`config.mk`:
```
export PLATFORM = sky130hd
export DESIGN_NAME = array_linked_list_engine_flat
export DESIGN_NICKNAME = d
export VERILOG_FILES = /design/src/rtl/alle_pkg.sv /design/src/rtl/alle_if.sv /design/src/rtl/alle_store.sv /design/src/rtl/array_linked_list_engine.sv /design/src/flat_wrapper.sv
export VERILOG_INCLUDE_DIRS = /design/src /design/src/rtl
export SDC_FILE = /design/constraint.sdc
export NUM_CORES = 2
export LEC_CHECK = 0
export ABC_AREA = 0
export BUFFER_PORTS_ARGS = -buffer_cell sky130_fd_sc_hd__buf_2
export CORE_MARGIN = 2
export CORE_UTILIZATION = 33
export DETAILED_ROUTE_END_ITERATION = 16
export GPL_TIMING_DRIVEN = 0
export HOLD_SLACK_MARGIN = 0.06
export PLACE_DENSITY = 0.51
export SETUP_SLACK_MARGIN = 0.4
export SLEW_MARGIN = 10
export SYNTH_ARGS = -nofsm -noshare
export SYNTH_HDL_FRONTEND = slang
export SYNTH_SLANG_ARGS = --single-unit
```
`constraint.sdc`:
```
create_clock -name i_clk -period 6.2 [get_ports i_clk]
set_input_delay 0.93 -clock i_clk [delete_from_list [all_inputs] [get_ports i_clk]]
set_output_delay 0.93 -clock i_clk [all_outputs]
set_load 0.05 [all_outputs]
```
`src/rtl/assert_macros.svh`:
```
// ---------------------------------------------------------------------------
// Assertion macros
// Shared concurrent assertion wrappers, clocked on i_clk, off during reset.
// ---------------------------------------------------------------------------
`ifndef ASSERT_MACROS_SVH
`define ASSERT_MACROS_SVH

// Same-cycle implication
`define ASSERT_IMPLY(lbl, ante, cons, msg) \
    lbl: assert property (@(posedge i_clk) disable iff (!i_rst_n) (ante) |-> (cons)) \
        else $error(msg);

// Next-cycle implication
`define ASSERT_NEXT(lbl, ante, cons, msg) \
    lbl: assert property (@(posedge i_clk) disable iff (!i_rst_n) (ante) |=> (cons)) \
        else $error(msg);

`endif

```
`src/rtl/alle_pkg.sv`:
```
// ---------------------------------------------------------------------------
// alle_pkg
// Types and codes shared by the array linked list engine.
// ---------------------------------------------------------------------------
package alle_pkg;

    // Beat field widths
    localparam int CMD_W   = 4;
    localparam int FIELD_W = 32;
    localparam int STAT_W  = 2;
    localparam int SLOT_W  = 5;

    // Command codes
    localparam logic [CMD_W-1:0] CMD_INS_FRONT  = 4'd0;
    localparam logic [CMD_W-1:0] CMD_INS_BACK   = 4'd1;
    localparam logic [CMD_W-1:0] CMD_INS_AFTER  = 4'd2;
    localparam logic [CMD_W-1:0] CMD_INS_BEFORE = 4'd3;
    localparam logic [CMD_W-1:0] CMD_DEL_FRONT  = 4'd4;
    localparam logic [CMD_W-1:0] CMD_DEL_BACK   = 4'd5;
    localparam logic [CMD_W-1:0] CMD_DEL_AFTER  = 4'd6;
    localparam logic [CMD_W-1:0] CMD_DEL_BEFORE = 4'd7;
    localparam logic [CMD_W-1:0] CMD_DUMP       = 4'd8;

    // Result status codes
    localparam logic [STAT_W-1:0] STAT_DONE = 2'd0;
    localparam logic [STAT_W-1:0] STAT_FULL = 2'd1;
    localparam logic [STAT_W-1:0] STAT_NONE = 2'd2;

    // Sequencer states
    typedef enum logic [2:0] {
        S_IDLE,
        S_START,
        S_ALLOC,
        S_WALK,
        S_GONE,
        S_LINK2,
        S_FIN
    } t_state;

    // Node store strobes
    typedef struct packed {
        logic rd_en;
        logic lnk_we;
        logic val_we;
    } t_st_ctl;

endpackage

```
`src/rtl/alle_if.sv`:
```
// ---------------------------------------------------------------------------
// alle_if
// Command and result channels of the linked list engine (valid/ready).
// ---------------------------------------------------------------------------
interface alle_cmd_if;
    logic                                valid;
    logic                                ready;
    logic [alle_pkg::CMD_W-1:0]          command;
    logic signed [alle_pkg::FIELD_W-1:0] key;
    logic signed [alle_pkg::FIELD_W-1:0] value;

    modport source (output valid, command, key, value, input ready);
    modport sink   (input valid, command, key, value, output ready);
endinterface

interface alle_res_if;
    logic                                valid;
    logic                                ready;
    logic [alle_pkg::STAT_W-1:0]         status;
    logic signed [alle_pkg::FIELD_W-1:0] item_value;
    logic [alle_pkg::SLOT_W-1:0]         slot;
    logic                                last;

    modport source (output valid, status, item_value, slot, last, input ready);
    modport sink   (input valid, status, item_value, slot, last, output ready);
endinterface

```
`src/rtl/alle_store.sv`:
```
// ---------------------------------------------------------------------------
// alle_store
// Node store: value and link memories, one write port each, one shared
// registered read port. Link entries read as "next slot" until written.
// ---------------------------------------------------------------------------
module alle_store #(
    parameter int DEPTH      = 32,
    parameter int DATA_WIDTH = 32
) (
    input  logic                         i_clk,
    input  logic                         i_rst_n,
    input  alle_pkg::t_st_ctl            i_ctl,
    input  logic [$clog2(DEPTH)-1:0]     i_rd_addr,
    input  logic [$clog2(DEPTH)-1:0]     i_lnk_waddr,
    input  logic [$clog2(DEPTH+1)-1:0]   i_lnk_wdata,
    input  logic [$clog2(DEPTH)-1:0]     i_val_waddr,
    input  logic [DATA_WIDTH-1:0]        i_val_wdata,
    output logic [$clog2(DEPTH+1)-1:0]   o_rd_lnk,
    output logic [DATA_WIDTH-1:0]        o_rd_val
);
    localparam int SW = $clog2(DEPTH);
    localparam int LW = $clog2(DEPTH+1);

    logic [LW-1:0]         mem_lnk [DEPTH];
    logic [DATA_WIDTH-1:0] mem_val [DEPTH];
    logic [DEPTH-1:0]      r_vld;
    logic                  r_rvld;
    logic [SW-1:0]         r_raddr;
    logic [LW-1:0]         r_rlnk;
    logic [DATA_WIDTH-1:0] r_rval;

    // Memory arrays and read data register
    always_ff @(posedge i_clk) begin
        if (i_ctl.lnk_we) begin
            mem_lnk[i_lnk_waddr] <= i_lnk_wdata;
        end
        if (i_ctl.val_we) begin
            mem_val[i_val_waddr] <= i_val_wdata;
        end
        if (i_ctl.rd_en) begin
            r_rlnk  <= mem_lnk[i_rd_addr];
            r_rval  <= mem_val[i_rd_addr];
            r_raddr <= i_rd_addr;
        end
    end

    // Written flags for the link memory
    always_ff @(posedge i_clk) begin
        if (!i_rst_n) begin
            r_vld  <= '0;
            r_rvld <= 1'b0;
        end else begin
            if (i_ctl.lnk_we) begin
                r_vld[i_lnk_waddr] <= 1'b1;
            end
            if (i_ctl.rd_en) begin
                r_rvld <= r_vld[i_rd_addr];
            end
        end
    end

    // Unwritten link entries hold the reset chain: slot i points at i+1
    assign o_rd_lnk = r_rvld ? r_rlnk : (LW'(r_raddr) + LW'(1));
    assign o_rd_val = r_rval;

endmodule

```
`src/rtl/array_linked_list_engine.sv`:
```
// ---------------------------------------------------------------------------
// array_linked_list_engine
// Singly linked list of values in a fixed node store with a free chain.
// ---------------------------------------------------------------------------
// Usage:
//   i_cmd carries one command beat (command, key, value); o_res returns the
//   result beats, the final one of each command marked by last. Every
//   command gives one beat, except a dump of a non-empty list, which gives
//   one beat per node in list order.
//   One command is in flight at a time; i_cmd.ready is high while idle.
//   Insert front and delete front touch only the head of the list;
//   back/after/before commands walk the list one node per step.
//   A dump streams one beat per cycle while the receiver takes every beat.
//   The walk is bound by the single read port of the node store:
//   each step of a walk is one link read.
//   Results land in an output register, so a new command can be accepted
//   while the last result of the previous one still waits.
//   If the receiver stalls, the engine holds its walk (dump) or waits in
//   its start or final state until the output register frees up.
//   Reset (synchronous, active low) empties the list and puts every slot on
//   the free chain in order, with no sweep of the store.
// ---------------------------------------------------------------------------
`include "assert_macros.svh"

module array_linked_list_engine #(
    parameter int DEPTH      = 32,
    parameter int DATA_WIDTH = 32
) (
    input  logic        i_clk,
    input  logic        i_rst_n,
    alle_cmd_if.sink    i_cmd,
    alle_res_if.source  o_res
);
    localparam int SW = $clog2(DEPTH);
    localparam int LW = $clog2(DEPTH+1);
    localparam logic [LW-1:0] NIL = LW'(DEPTH);

    // Sign-extend a 32-bit field into the stored width
    function automatic logic [DATA_WIDTH-1:0] from_field(
        input logic [alle_pkg::FIELD_W-1:0] f
    );
        logic signed [63:0] w;
        w = 64'(signed'(f));
        return w[DATA_WIDTH-1:0];
    endfunction

    // Sign-extend a stored value and keep its low 32 bits
    function automatic logic [alle_pkg::FIELD_W-1:0] to_field(
        input logic [DATA_WIDTH-1:0] v
    );
        logic signed [63:0] w;
        w = 64'(signed'(v));
        return w[alle_pkg::FIELD_W-1:0];
    endfunction

    alle_pkg::t_state r_state, n_state;

    logic [alle_pkg::CMD_W-1:0] r_cmd, n_cmd;
    logic [DATA_WIDTH-1:0]      r_key, n_key;
    logic [DATA_WIDTH-1:0]      r_val, n_val;
    logic [LW-1:0]              r_head, n_head;
    logic [LW-1:0]              r_free, n_free;
    logic [LW-1:0]              r_cur, n_cur;
    logic [LW-1:0]              r_prev, n_prev;
    logic [LW-1:0]              r_pprev, n_pprev;
    logic [DATA_WIDTH-1:0]      r_pval, n_pval;
    logic [LW-1:0]              r_new, n_new;
    logic [LW-1:0]              r_wa, n_wa;
    logic [LW-1:0]              r_wd, n_wd;
    logic [alle_pkg::STAT_W-1:0] r_rstat, n_rstat;
    logic [DATA_WIDTH-1:0]      r_rval, n_rval;
    logic [LW-1:0]              r_rslot, n_rslot;

    logic                        r_ovld;
    logic [alle_pkg::STAT_W-1:0] r_ostat;
    logic [alle_pkg::FIELD_W-1:0] r_oval;
    logic [alle_pkg::SLOT_W-1:0] r_oslot;
    logic                        r_olast;

    // Store port signals
    alle_pkg::t_st_ctl     st_ctl;
    logic [LW-1:0]         rd_ptr;
    logic [LW-1:0]         lnk_wptr;
    logic [LW-1:0]         lnk_wdata;
    logic [LW-1:0]         val_wptr;
    logic [LW-1:0]         rd_lnk;
    logic [DATA_WIDTH-1:0] rd_val;

    // Result beat going into the output register
    logic                        emit;
    logic [alle_pkg::STAT_W-1:0] em_stat;
    logic [DATA_WIDTH-1:0]       em_val;
    logic [LW-1:0]               em_slot;
    logic                        em_last;

    logic accept;
    logic out_free;
    logic at_end;
    logic hit;
    logic is_ins;
    logic is_walk;

    alle_store #(
        .DEPTH      (DEPTH),
        .DATA_WIDTH (DATA_WIDTH)
    ) u_store (
        .i_clk       (i_clk),
        .i_rst_n     (i_rst_n),
        .i_ctl       (st_ctl),
        .i_rd_addr   (rd_ptr[SW-1:0]),
        .i_lnk_waddr (lnk_wptr[SW-1:0]),
        .i_lnk_wdata (lnk_wdata),
        .i_val_waddr (val_wptr[SW-1:0]),
        .i_val_wdata (r_val),
        .o_rd_lnk    (rd_lnk),
        .o_rd_val    (rd_val)
    );

    // Shared decode
    assign i_cmd.ready = (r_state == alle_pkg::S_IDLE);
    assign accept      = i_cmd.valid && i_cmd.ready;
    assign out_free    = !r_ovld || o_res.ready;
    assign at_end      = (rd_lnk == NIL);
    assign hit         = (rd_val == r_key);
    assign is_ins      = r_cmd inside {[alle_pkg::CMD_INS_FRONT:alle_pkg::CMD_INS_BEFORE]};
    assign is_walk     = r_cmd inside {[alle_pkg::CMD_DEL_FRONT:alle_pkg::CMD_DUMP]};

    // Next state
    always_comb begin
        n_state = r_state;
        case (r_state)
            alle_pkg::S_IDLE: begin
                if (accept) n_state = alle_pkg::S_START;
            end
            alle_pkg::S_START: begin
                if (is_ins && r_free != NIL) begin
                    n_state = alle_pkg::S_ALLOC;
                end else if (is_walk && r_head != NIL) begin
                    n_state = alle_pkg::S_WALK;
                end else if (out_free) begin
                    n_state = alle_pkg::S_IDLE;
                end
            end
            alle_pkg::S_ALLOC: begin
                if (r_cmd == alle_pkg::CMD_INS_FRONT || r_head == NIL) begin
                    n_state = alle_pkg::S_FIN;
                end else begin
                    n_state = alle_pkg::S_WALK;
                end
            end
            alle_pkg::S_WALK: begin
                case (r_cmd)
                    alle_pkg::CMD_INS_BACK, alle_pkg::CMD_INS_AFTER: begin
                        if ((r_cmd == alle_pkg::CMD_INS_AFTER && hit) || at_end)
                            n_state = alle_pkg::S_LINK2;
                    end
                    alle_pkg::CMD_INS_BEFORE: begin
                        if (hit) begin
                            n_state = (r_prev == NIL) ? alle_pkg::S_FIN : alle_pkg::S_LINK2;
                        end else if (at_end) begin
                            n_state = alle_pkg::S_LINK2;
                        end
                    end
                    alle_pkg::CMD_DEL_BACK: begin
                        if (at_end)
                            n_state = (r_prev == NIL) ? alle_pkg::S_FIN : alle_pkg::S_LINK2;
                    end
                    alle_pkg::CMD_DEL_AFTER: begin
                        if (at_end) begin
                            n_state = alle_pkg::S_FIN;
                        end else if (hit) begin
                            n_state = alle_pkg::S_GONE;
                        end
                    end
                    alle_pkg::CMD_DEL_BEFORE: begin
                        if (r_prev != NIL && hit) begin
                            n_state = (r_pprev == NIL) ? alle_pkg::S_FIN : alle_pkg::S_LINK2;
                        end else if (at_end) begin
                            n_state = alle_pkg::S_FIN;
                        end
                    end
                    alle_pkg::CMD_DUMP: begin
                        if (out_free && at_end) n_state = alle_pkg::S_IDLE;
                    end
                    default: n_state = alle_pkg::S_FIN;
                endcase
            end
            alle_pkg::S_GONE:  n_state = alle_pkg::S_LINK2;
            alle_pkg::S_LINK2: n_state = alle_pkg::S_FIN;
            alle_pkg::S_FIN: begin
                if (out_free) n_state = alle_pkg::S_IDLE;
            end
            default: n_state = alle_pkg::S_IDLE;
        endcase
    end

    // Datapath, store accesses and result beats
    always_comb begin
        n_cmd   = r_cmd;
        n_key   = r_key;
        n_val   = r_val;
        n_head  = r_head;
        n_free  = r_free;
        n_cur   = r_cur;
        n_prev  = r_prev;
        n_pprev = r_pprev;
        n_pval  = r_pval;
        n_new   = r_new;
        n_wa    = r_wa;
        n_wd    = r_wd;
        n_rstat = r_rstat;
        n_rval  = r_rval;
        n_rslot = r_rslot;

        st_ctl    = '0;
        rd_ptr    = r_cur;
        lnk_wptr  = r_cur;
        lnk_wdata = r_free;
        val_wptr  = r_cur;

        emit    = 1'b0;
        em_stat = alle_pkg::STAT_NONE;
        em_val  = '0;
        em_slot = '0;
        em_last = 1'b1;

        case (r_state)
            alle_pkg::S_IDLE: begin
                if (accept) begin
                    n_cmd = i_cmd.command;
                    n_key = from_field(i_cmd.key);
                    n_val = from_field(i_cmd.value);
                end
            end

            // Check full store, empty list or unused code, else fetch first node
            alle_pkg::S_START: begin
                if (is_ins && r_free != NIL) begin
                    st_ctl.rd_en = 1'b1;
                    rd_ptr       = r_free;
                    n_cur        = r_free;
                end else if (is_walk && r_head != NIL) begin
                    st_ctl.rd_en = 1'b1;
                    rd_ptr       = r_head;
                    n_cur        = r_head;
                    n_prev       = NIL;
                    n_pprev      = NIL;
                end else if (out_free) begin
                    emit    = 1'b1;
                    em_stat = is_ins ? alle_pkg::STAT_FULL : alle_pkg::STAT_NONE;
                end
            end

            // Take the first free node and store the value
            alle_pkg::S_ALLOC: begin
                n_new         = r_cur;
                n_free        = rd_lnk;
                st_ctl.val_we = 1'b1;
                val_wptr      = r_cur;
                n_rstat       = alle_pkg::STAT_DONE;
                n_rval        = r_val;
                n_rslot       = r_cur;
                if (r_cmd == alle_pkg::CMD_INS_FRONT || r_head == NIL) begin
                    st_ctl.lnk_we = 1'b1;
                    lnk_wptr      = r_cur;
                    lnk_wdata     = r_head;
                    n_head        = r_cur;
                end else begin
                    st_ctl.rd_en = 1'b1;
                    rd_ptr       = r_head;
                    n_cur        = r_head;
                    n_prev       = NIL;
                    n_pprev      = NIL;
                end
            end

            // One node per cycle unless stalled; r_cur's link and value are read
            alle_pkg::S_WALK: begin
                case (r_cmd)
                    alle_pkg::CMD_INS_BACK, alle_pkg::CMD_INS_AFTER: begin
                        if ((r_cmd == alle_pkg::CMD_INS_AFTER && hit) || at_end) begin
                            st_ctl.lnk_we = 1'b1;
                            lnk_wptr      = r_new;
                            lnk_wdata     = rd_lnk;
                            n_wa          = r_cur;
                            n_wd          = r_new;
                        end else begin
                            st_ctl.rd_en = 1'b1;
                            rd_ptr       = rd_lnk;
                        end
                    end
                    alle_pkg::CMD_INS_BEFORE: begin
                        if (hit) begin
                            st_ctl.lnk_we = 1'b1;
                            lnk_wptr      = r_new;
                            lnk_wdata     = r_cur;
                            if (r_prev == NIL) begin
                                n_head = r_new;
                            end else begin
                                n_wa = r_prev;
                                n_wd = r_new;
                            end
                        end else if (at_end) begin
                            st_ctl.lnk_we = 1'b1;
                            lnk_wptr      = r_new;
                            lnk_wdata     = rd_lnk;
                            n_wa          = r_cur;
                            n_wd          = r_new;
                        end else begin
                            st_ctl.rd_en = 1'b1;
                            rd_ptr       = rd_lnk;
                        end
                    end
                    alle_pkg::CMD_DEL_FRONT: begin
                        n_head        = rd_lnk;
                        st_ctl.lnk_we = 1'b1;
                        lnk_wptr      = r_cur;
                        lnk_wdata     = r_free;
                        n_free        = r_cur;
                        n_rstat       = alle_pkg::STAT_DONE;
                        n_rval        = rd_val;
                        n_rslot       = r_cur;
                    end
                    alle_pkg::CMD_DEL_BACK: begin
                        if (at_end) begin
                            st_ctl.lnk_we = 1'b1;
                            lnk_wptr      = r_cur;
                            lnk_wdata     = r_free;
                            n_free        = r_cur;
                            n_rstat       = alle_pkg::STAT_DONE;
                            n_rval        = rd_val;
                            n_rslot       = r_cur;
                            if (r_prev == NIL) begin
                                n_head = NIL;
                            end else begin
                                n_wa = r_prev;
                                n_wd = NIL;
                            end
                        end else begin
                            st_ctl.rd_en = 1'b1;
                            rd_ptr       = rd_lnk;
                        end
                    end
                    alle_pkg::CMD_DEL_AFTER: begin
                        if (at_end) begin
                            n_rstat = alle_pkg::STAT_NONE;
                            n_rval  = '0;
                            n_rslot = '0;
                        end else begin
                            // on a hit the successor is fetched and removed
                            st_ctl.rd_en = 1'b1;
                            rd_ptr       = rd_lnk;
                        end
                    end
                    alle_pkg::CMD_DEL_BEFORE: begin
                        if (r_prev != NIL && hit) begin
                            st_ctl.lnk_we = 1'b1;
                            lnk_wptr      = r_prev;
                            lnk_wdata     = r_free;
                            n_free        = r_prev;
                            n_rstat       = alle_pkg::STAT_DONE;
                            n_rval        = r_pval;
                            n_rslot       = r_prev;
                            if (r_pprev == NIL) begin
                                n_head = r_cur;
                            end else begin
                                n_wa = r_pprev;
                                n_wd = r_cur;
                            end
                        end else if (at_end) begin
                            n_rstat = alle_pkg::STAT_NONE;
                            n_rval  = '0;
                            n_rslot = '0;
                        end else begin
                            st_ctl.rd_en = 1'b1;
                            rd_ptr       = rd_lnk;
                        end
                    end
                    alle_pkg::CMD_DUMP: begin
                        if (out_free) begin
                            emit    = 1'b1;
                            em_stat = alle_pkg::STAT_DONE;
                            em_val  = rd_val;
                            em_slot = r_cur;
                            em_last = at_end;
                            if (!at_end) begin
                                st_ctl.rd_en = 1'b1;
                                rd_ptr       = rd_lnk;
                            end
                        end
                    end
                    default: begin
                        n_rstat = alle_pkg::STAT_NONE;
                        n_rval  = '0;
                        n_rslot = '0;
                    end
                endcase
                // step to the next node whenever a read was issued
                if (st_ctl.rd_en) begin
                    n_cur   = rd_lnk;
                    n_prev  = r_cur;
                    n_pprev = r_prev;
                    n_pval  = rd_val;
                end
            end

            // Removed node of delete-after: r_prev is the node that keeps the key
            alle_pkg::S_GONE: begin
                st_ctl.lnk_we = 1'b1;
                lnk_wptr      = r_prev;
                lnk_wdata     = rd_lnk;
                n_wa          = r_cur;
                n_wd          = r_free;
                n_free        = r_cur;
                n_rstat       = alle_pkg::STAT_DONE;
                n_rval        = rd_val;
                n_rslot       = r_cur;
            end

            // Second link write of a splice
            alle_pkg::S_LINK2: begin
                st_ctl.lnk_we = 1'b1;
                lnk_wptr      = r_wa;
                lnk_wdata     = r_wd;
            end

            alle_pkg::S_FIN: begin
                if (out_free) begin
                    emit    = 1'b1;
                    em_stat = r_rstat;
                    em_val  = r_rval;
                    em_slot = r_rslot;
                end
            end

            default: ;
        endcase
    end

    // Control registers
    always_ff @(posedge i_clk) begin
        if (!i_rst_n) begin
            r_state <= alle_pkg::S_IDLE;
            r_head  <= NIL;
            r_free  <= '0;
            r_ovld  <= 1'b0;
        end else begin
            r_state <= n_state;
            r_head  <= n_head;
            r_free  <= n_free;
            if (emit) begin
                r_ovld <= 1'b1;
            end else if (o_res.ready) begin
                r_ovld <= 1'b0;
            end
        end
    end

    // Payload registers
    always_ff @(posedge i_clk) begin
        r_cmd   <= n_cmd;
        r_key   <= n_key;
        r_val   <= n_val;
        r_cur   <= n_cur;
        r_prev  <= n_prev;
        r_pprev <= n_pprev;
        r_pval  <= n_pval;
        r_new   <= n_new;
        r_wa    <= n_wa;
        r_wd    <= n_wd;
        r_rstat <= n_rstat;
        r_rval  <= n_rval;
        r_rslot <= n_rslot;
        if (emit) begin
            r_ostat <= em_stat;
            r_oval  <= (em_stat == alle_pkg::STAT_DONE) ? to_field(em_val) : '0;
            r_oslot <= (em_stat == alle_pkg::STAT_DONE) ? alle_pkg::SLOT_W'(em_slot) : '0;
            r_olast <= em_last;
        end
    end

    // Result beat
    assign o_res.valid      = r_ovld;
    assign o_res.status     = r_ostat;
    assign o_res.item_value = r_oval;
    assign o_res.slot       = r_oslot;
    assign o_res.last       = r_olast;

    // Checks
    `ASSERT_NEXT(a_accept_starts, accept, r_state == alle_pkg::S_START,
        "accepted command did not start")
    `ASSERT_IMPLY(a_head_not_free, r_head != NIL, r_head != r_free,
        "head node also on free chain")
    `ASSERT_IMPLY(a_no_null_read, st_ctl.rd_en, rd_ptr != NIL,
        "node store read at null")
    `ASSERT_NEXT(a_last_to_idle, emit && em_last, r_state == alle_pkg::S_IDLE,
        "final beat did not end the command")

endmodule

```
`src/flat_wrapper.sv`:
```
// flat-port wrapper written by rule: the top's interface ports become plain ports
module array_linked_list_engine_flat 
#(
    parameter int DEPTH      = 32,
    parameter int DATA_WIDTH = 32
)
  (i_clk, i_rst_n, i_cmd_valid, i_cmd_command, i_cmd_key, i_cmd_value, i_cmd_ready, o_res_valid, o_res_status, o_res_item_value, o_res_slot, o_res_last, o_res_ready);
  alle_cmd_if i_cmd_i ();
  alle_res_if o_res_i ();
  input  logic i_clk;
  input  logic i_rst_n;
  input wire logic [$bits(i_cmd_i.valid)-1:0] i_cmd_valid;
  input wire logic [$bits(i_cmd_i.command)-1:0] i_cmd_command;
  input wire logic [$bits(i_cmd_i.key)-1:0] i_cmd_key;
  input wire logic [$bits(i_cmd_i.value)-1:0] i_cmd_value;
  output wire logic [$bits(i_cmd_i.ready)-1:0] i_cmd_ready;
  output wire logic [$bits(o_res_i.valid)-1:0] o_res_valid;
  output wire logic [$bits(o_res_i.status)-1:0] o_res_status;
  output wire logic [$bits(o_res_i.item_value)-1:0] o_res_item_value;
  output wire logic [$bits(o_res_i.slot)-1:0] o_res_slot;
  output wire logic [$bits(o_res_i.last)-1:0] o_res_last;
  input wire logic [$bits(o_res_i.ready)-1:0] o_res_ready;
  assign i_cmd_i.valid = i_cmd_valid;
  assign i_cmd_i.command = i_cmd_command;
  assign i_cmd_i.key = i_cmd_key;
  assign i_cmd_i.value = i_cmd_value;
  assign i_cmd_ready = i_cmd_i.ready;
  assign o_res_valid = o_res_i.valid;
  assign o_res_status = o_res_i.status;
  assign o_res_item_value = o_res_i.item_value;
  assign o_res_slot = o_res_i.slot;
  assign o_res_last = o_res_i.last;
  assign o_res_i.ready = o_res_ready;
  array_linked_list_engine #(.DEPTH(DEPTH), .DATA_WIDTH(DATA_WIDTH)) u_core (.i_clk(i_clk), .i_rst_n(i_rst_n), .i_cmd(i_cmd_i), .o_res(o_res_i));
endmodule
```
==> metrics.txt <==
outcome completed; YS warnings 0; fin util 39.0%; FF-to-FF setup slack 430 ps; Worst Setup EP u_core.u_store.mem_lnk[21][1]; Placed Instances 7,824; CP cell instances xor2_1 -> nor4_2 -> nand4_1 -> buf_4 -> buf_4 -> nor3_1 -> clkbuf_1 -> a211oi_1 -> nor4_1 -> nor3_1 -> nor2b_1 -> nand2_1 -> nor2_1; antenna viol nets, final 0; Placement Cell Area 67,700 um2; vias in the first global route 41,500; CTS H-Tree Depth 4; Clock Skews 61.0 ps; max incr delay on CP 790 ps; # port buffers 112; GRT Resource Usage Total 21.5%; Crit path buffers/inverters 3; GRT Residual Overflow 0; Power Internal 18.7 mW; Nets 5,593; via/cell ratio 5.35; Worst setup SP type flop; Synth top area share 70.6%; Synth Net Count 5,239; router iterations before antenna repair 8; hpwl dp 151 mm; cells on worst reg2reg path 13; post-route insts no fill 8,145; max-slew violation count 0; DP Worst Slack -941 ps; GPL Wtd Cong 0.943; Reg-to-Reg Start u_core.u_store.o_rd_val[31]; ys flop type edfxtp_1; clock sink count 1,522; Peak Freq 173 MHz; clock power share 34.5%; switching part of the total 32.7%; CTS tree built; Starting Density 33.3%; logic depth of the worst setup path including buffers 13; Placement Rows 159; NetSw 9.09 mW; first-pass GRT wire length 301 mm; #FFs+latches synth 1,522; CP startpoint u_core.u_store.o_rd_val[31]; clock buffer depth 3; Synth-to-Final Area Change 17.1%; largest net degree at the start of global routing 55; Async SR Flop Fraction 0%; setup TNS 0 ps; worst-skew pair later-pin latency 830 ps; fin crit period 5770 ps; Total Die Area 193,000 um2; ranking of synthesized cells by area edfxtp_1 71%, nand2_1 8.9%, nand3_1 5.1%; layout cell share with drive strength beyond 1 11.8%; Seq pwr share 42.9%; Cells after Synth 5,166; drt drc 0; synthesized cell area 62,700 um2; worst rel slew slack 13.6%; power per standard cell area 378 nW/um2; CP max stage cell clkbuf_1; Worst R2R End u_core.u_store.mem_lnk[21][1]; Hold Path Origin i_cmd_value[29]; die extent in x 440 um; CP arrival 6190 ps; final hold viol count 0; slack of the critical path 432 ps; detail-routed net length per standard cell 25.9 um; post-synth top area cell edfxtp_1; vias 43,500; Logic pwr share 22.6%; Final Setup Violations 0; Hold Crit Class in2reg; Post-synth EDFFs 1,473; CP Class reg2reg; clock transition at the registers of the reported paths 70 ps; delay-heaviest family, CP simple AND/OR/NAND/NOR gates; DR iter-0 viols 5,115; core box area 188,000 um2; crit-path max FO 10; total CTS buffers 165; distinct cell type count after synthesis 76; Tot Pwr 27.8 mW; worst slew pin tran 1300 ps; CP required 6620 ps; leakage 25.1 nW; Max VDD drop 0.291 mV; post-layout instance area 73,400 um2; sequential element share of the synthesized area 72.2%; final period utilization 93.0%; syn avg cell area 12.1 um2; Setup crit end kind flop; # Max-Cap Violations 0; initial antenna violation count 4; Clock Tree Root clkbuf_16; Worst Hold Slack 283 ps; RSZ-0062 raised after global routing yes; IO Count 114; Die H 440 um; final WL 211 mm
[kinds of logic (layout without fill, tap and decap cells)]
logic type,after synthesis,in the layout,synth area share (%)
fa+ha+maj,1,1,0.0200
buf+inv,357,838,2.51
simple gates,2451,2451,16.7
xor+xnor,36,36,0.503
other cells,0,3,0
flops,1522,1522,72.2
compound gates,767,767,7.62
mux,32,32,0.525
[synthesized netlist by cell type, types with 7 or more instances]
master / count
a211oi_1: 12
nand3_1: 635
nor4_1: 15
mux2i_1: 25
nor3_1: 18
nor2b_1: 11
dfxtp_1: 49
and3_1: 17
o21a_1: 39
a22o_1: 9
nand2_1: 1485
o31ai_1: 10
mux2_2: 7
buf_1: 29
xor2_1: 36
a21o_1: 10
buf_4: 10
a21oi_1: 378
a222oi_1: 44
clkbuf_1: 150
o21ai_1: 7
and4_1: 38
inv_1: 18
a31oi_1: 10
a22oi_1: 85
o22ai_1: 9
nand2b_1: 8
o21ai_0: 97
edfxtp_1: 1473
nor2_1: 193
buf_2: 142
[per-layer routing]
layer / GRT usage [%] / routed length [um] / vias to the layer above
met5: 0 / 0 / -
met3: 3.49 / 14000 / 309
met2: 33.9 / 97600 / 1688
met1: 29.8 / 92100 / 21900
met4: 7.71 / 7280 / 0
li1: - / - / 19600
[sequential cells by signal, summed over array words and instances, names as in the netlist, 6 cells and up]
register                 count
u_core.u_store.o_rd_val     32
u_core.r_cur                 6
u_core.r_rval               32
u_core.r_pval               32
u_core.r_val                32
u_core.r_prev                6
u_core.r_pprev               6
u_core.r_wd                  6
u_core.u_store.r_vld        32
u_core.r_new                 6
u_core.o_res.item_value     32
u_core.r_key                32
u_core.u_store.mem_val    1024
u_core.u_store.r_rlnk        6
u_core.u_store.mem_lnk     192
u_core.r_free                6
u_core.r_head                6
[power groups by stage]
stage | combinational, mW | sequential [mW] | clock (mW)
5_1_grt | 6.74 | 11.9 | 10.1
6_report | 6.26 | 11.9 | 9.58
3_5_place_dp | 6.15 | 12.2 | 0
2_1_floorplan | 3.27 | 12.1 | 0
4_1_cts | 6.21 | 12.0 | 9.73
3_3_place_gp | 5.99 | 12.2 | 0
[worst reg2reg max path: cells and delay by family, from the launching register on]
kind                      cells  cell delay [ps]
AOI/OAI and AO/OA             1              100
xor gates and xnor gates      1              240
buffers and inverters         3             1150
DFF                           1              620
and+or+nand+nor               8             3270
[worst min path at each step]
| stage | endpoint | slack (ps) | depth (start not counted) |
|---|---|---|---|
| finish | u_core.r_val[29] | 280 | 1 |
| global route | u_core.r_val[29] | 260 | 1 |
| CTS | u_core.r_val[29] | 230 | 1 |
| detailed placement | u_core.r_new[1] | 440 | 0 |
| global placement | u_core.r_new[1] | 430 | 0 |
| floorplan | u_core.r_new[1] | 420 | 0 |
[cells in the final DEF (no fill, tap or decap), types with 11 or more instances in the layout]
cell       Yosys  layout
a211oi_1      12      11
a21oi_1      378     355
a21oi_2        0      19
a222oi_1      44      44
a22oi_1       85      85
and3_1        17      17
and4_1        38      38
buf_1         29      28
buf_12         0      34
buf_16         0      11
buf_2        142     255
buf_4         10      21
buf_8          0      18
clkbuf_1     150     185
clkbuf_16      0     170
clkbuf_2       1      13
clkinv_1       1      39
clkinv_2       0      16
dfxtp_1       49      49
edfxtp_1    1473    1473
inv_1         18      18
mux2i_1       25      25
nand2_1     1485    1485
nand3_1      635     635
nor2_1       193     150
nor2_4         0      36
nor2b_1       11      11
nor3_1        18      18
nor4_1        15      14
o21a_1        39      39
o21ai_0       97      97
xor2_1        36      36
[area by class of cell]
type	count	area, um2
Multi-Input combinational cell	3287	16300
Buffer	334	1500
Fill cell	18300	115000
Timing Repair Buffer	187	1920
Sequential cell	1522	45200
Clock buffer	220	4460
Clock inverter	74	721
Tap cell	2495	3120
Antenna cell	3	7.51
Inverter	23	88.8
[timing repair]
item,4_1_cts,5_1_grt
hold buffers,0,0
setup buffers,4,7
pin swaps,3,1
hold endpoints to repair,0,0
resized for setup,38,10
setup endpoints to repair,180,64
(Power assumes the default switching activity.)
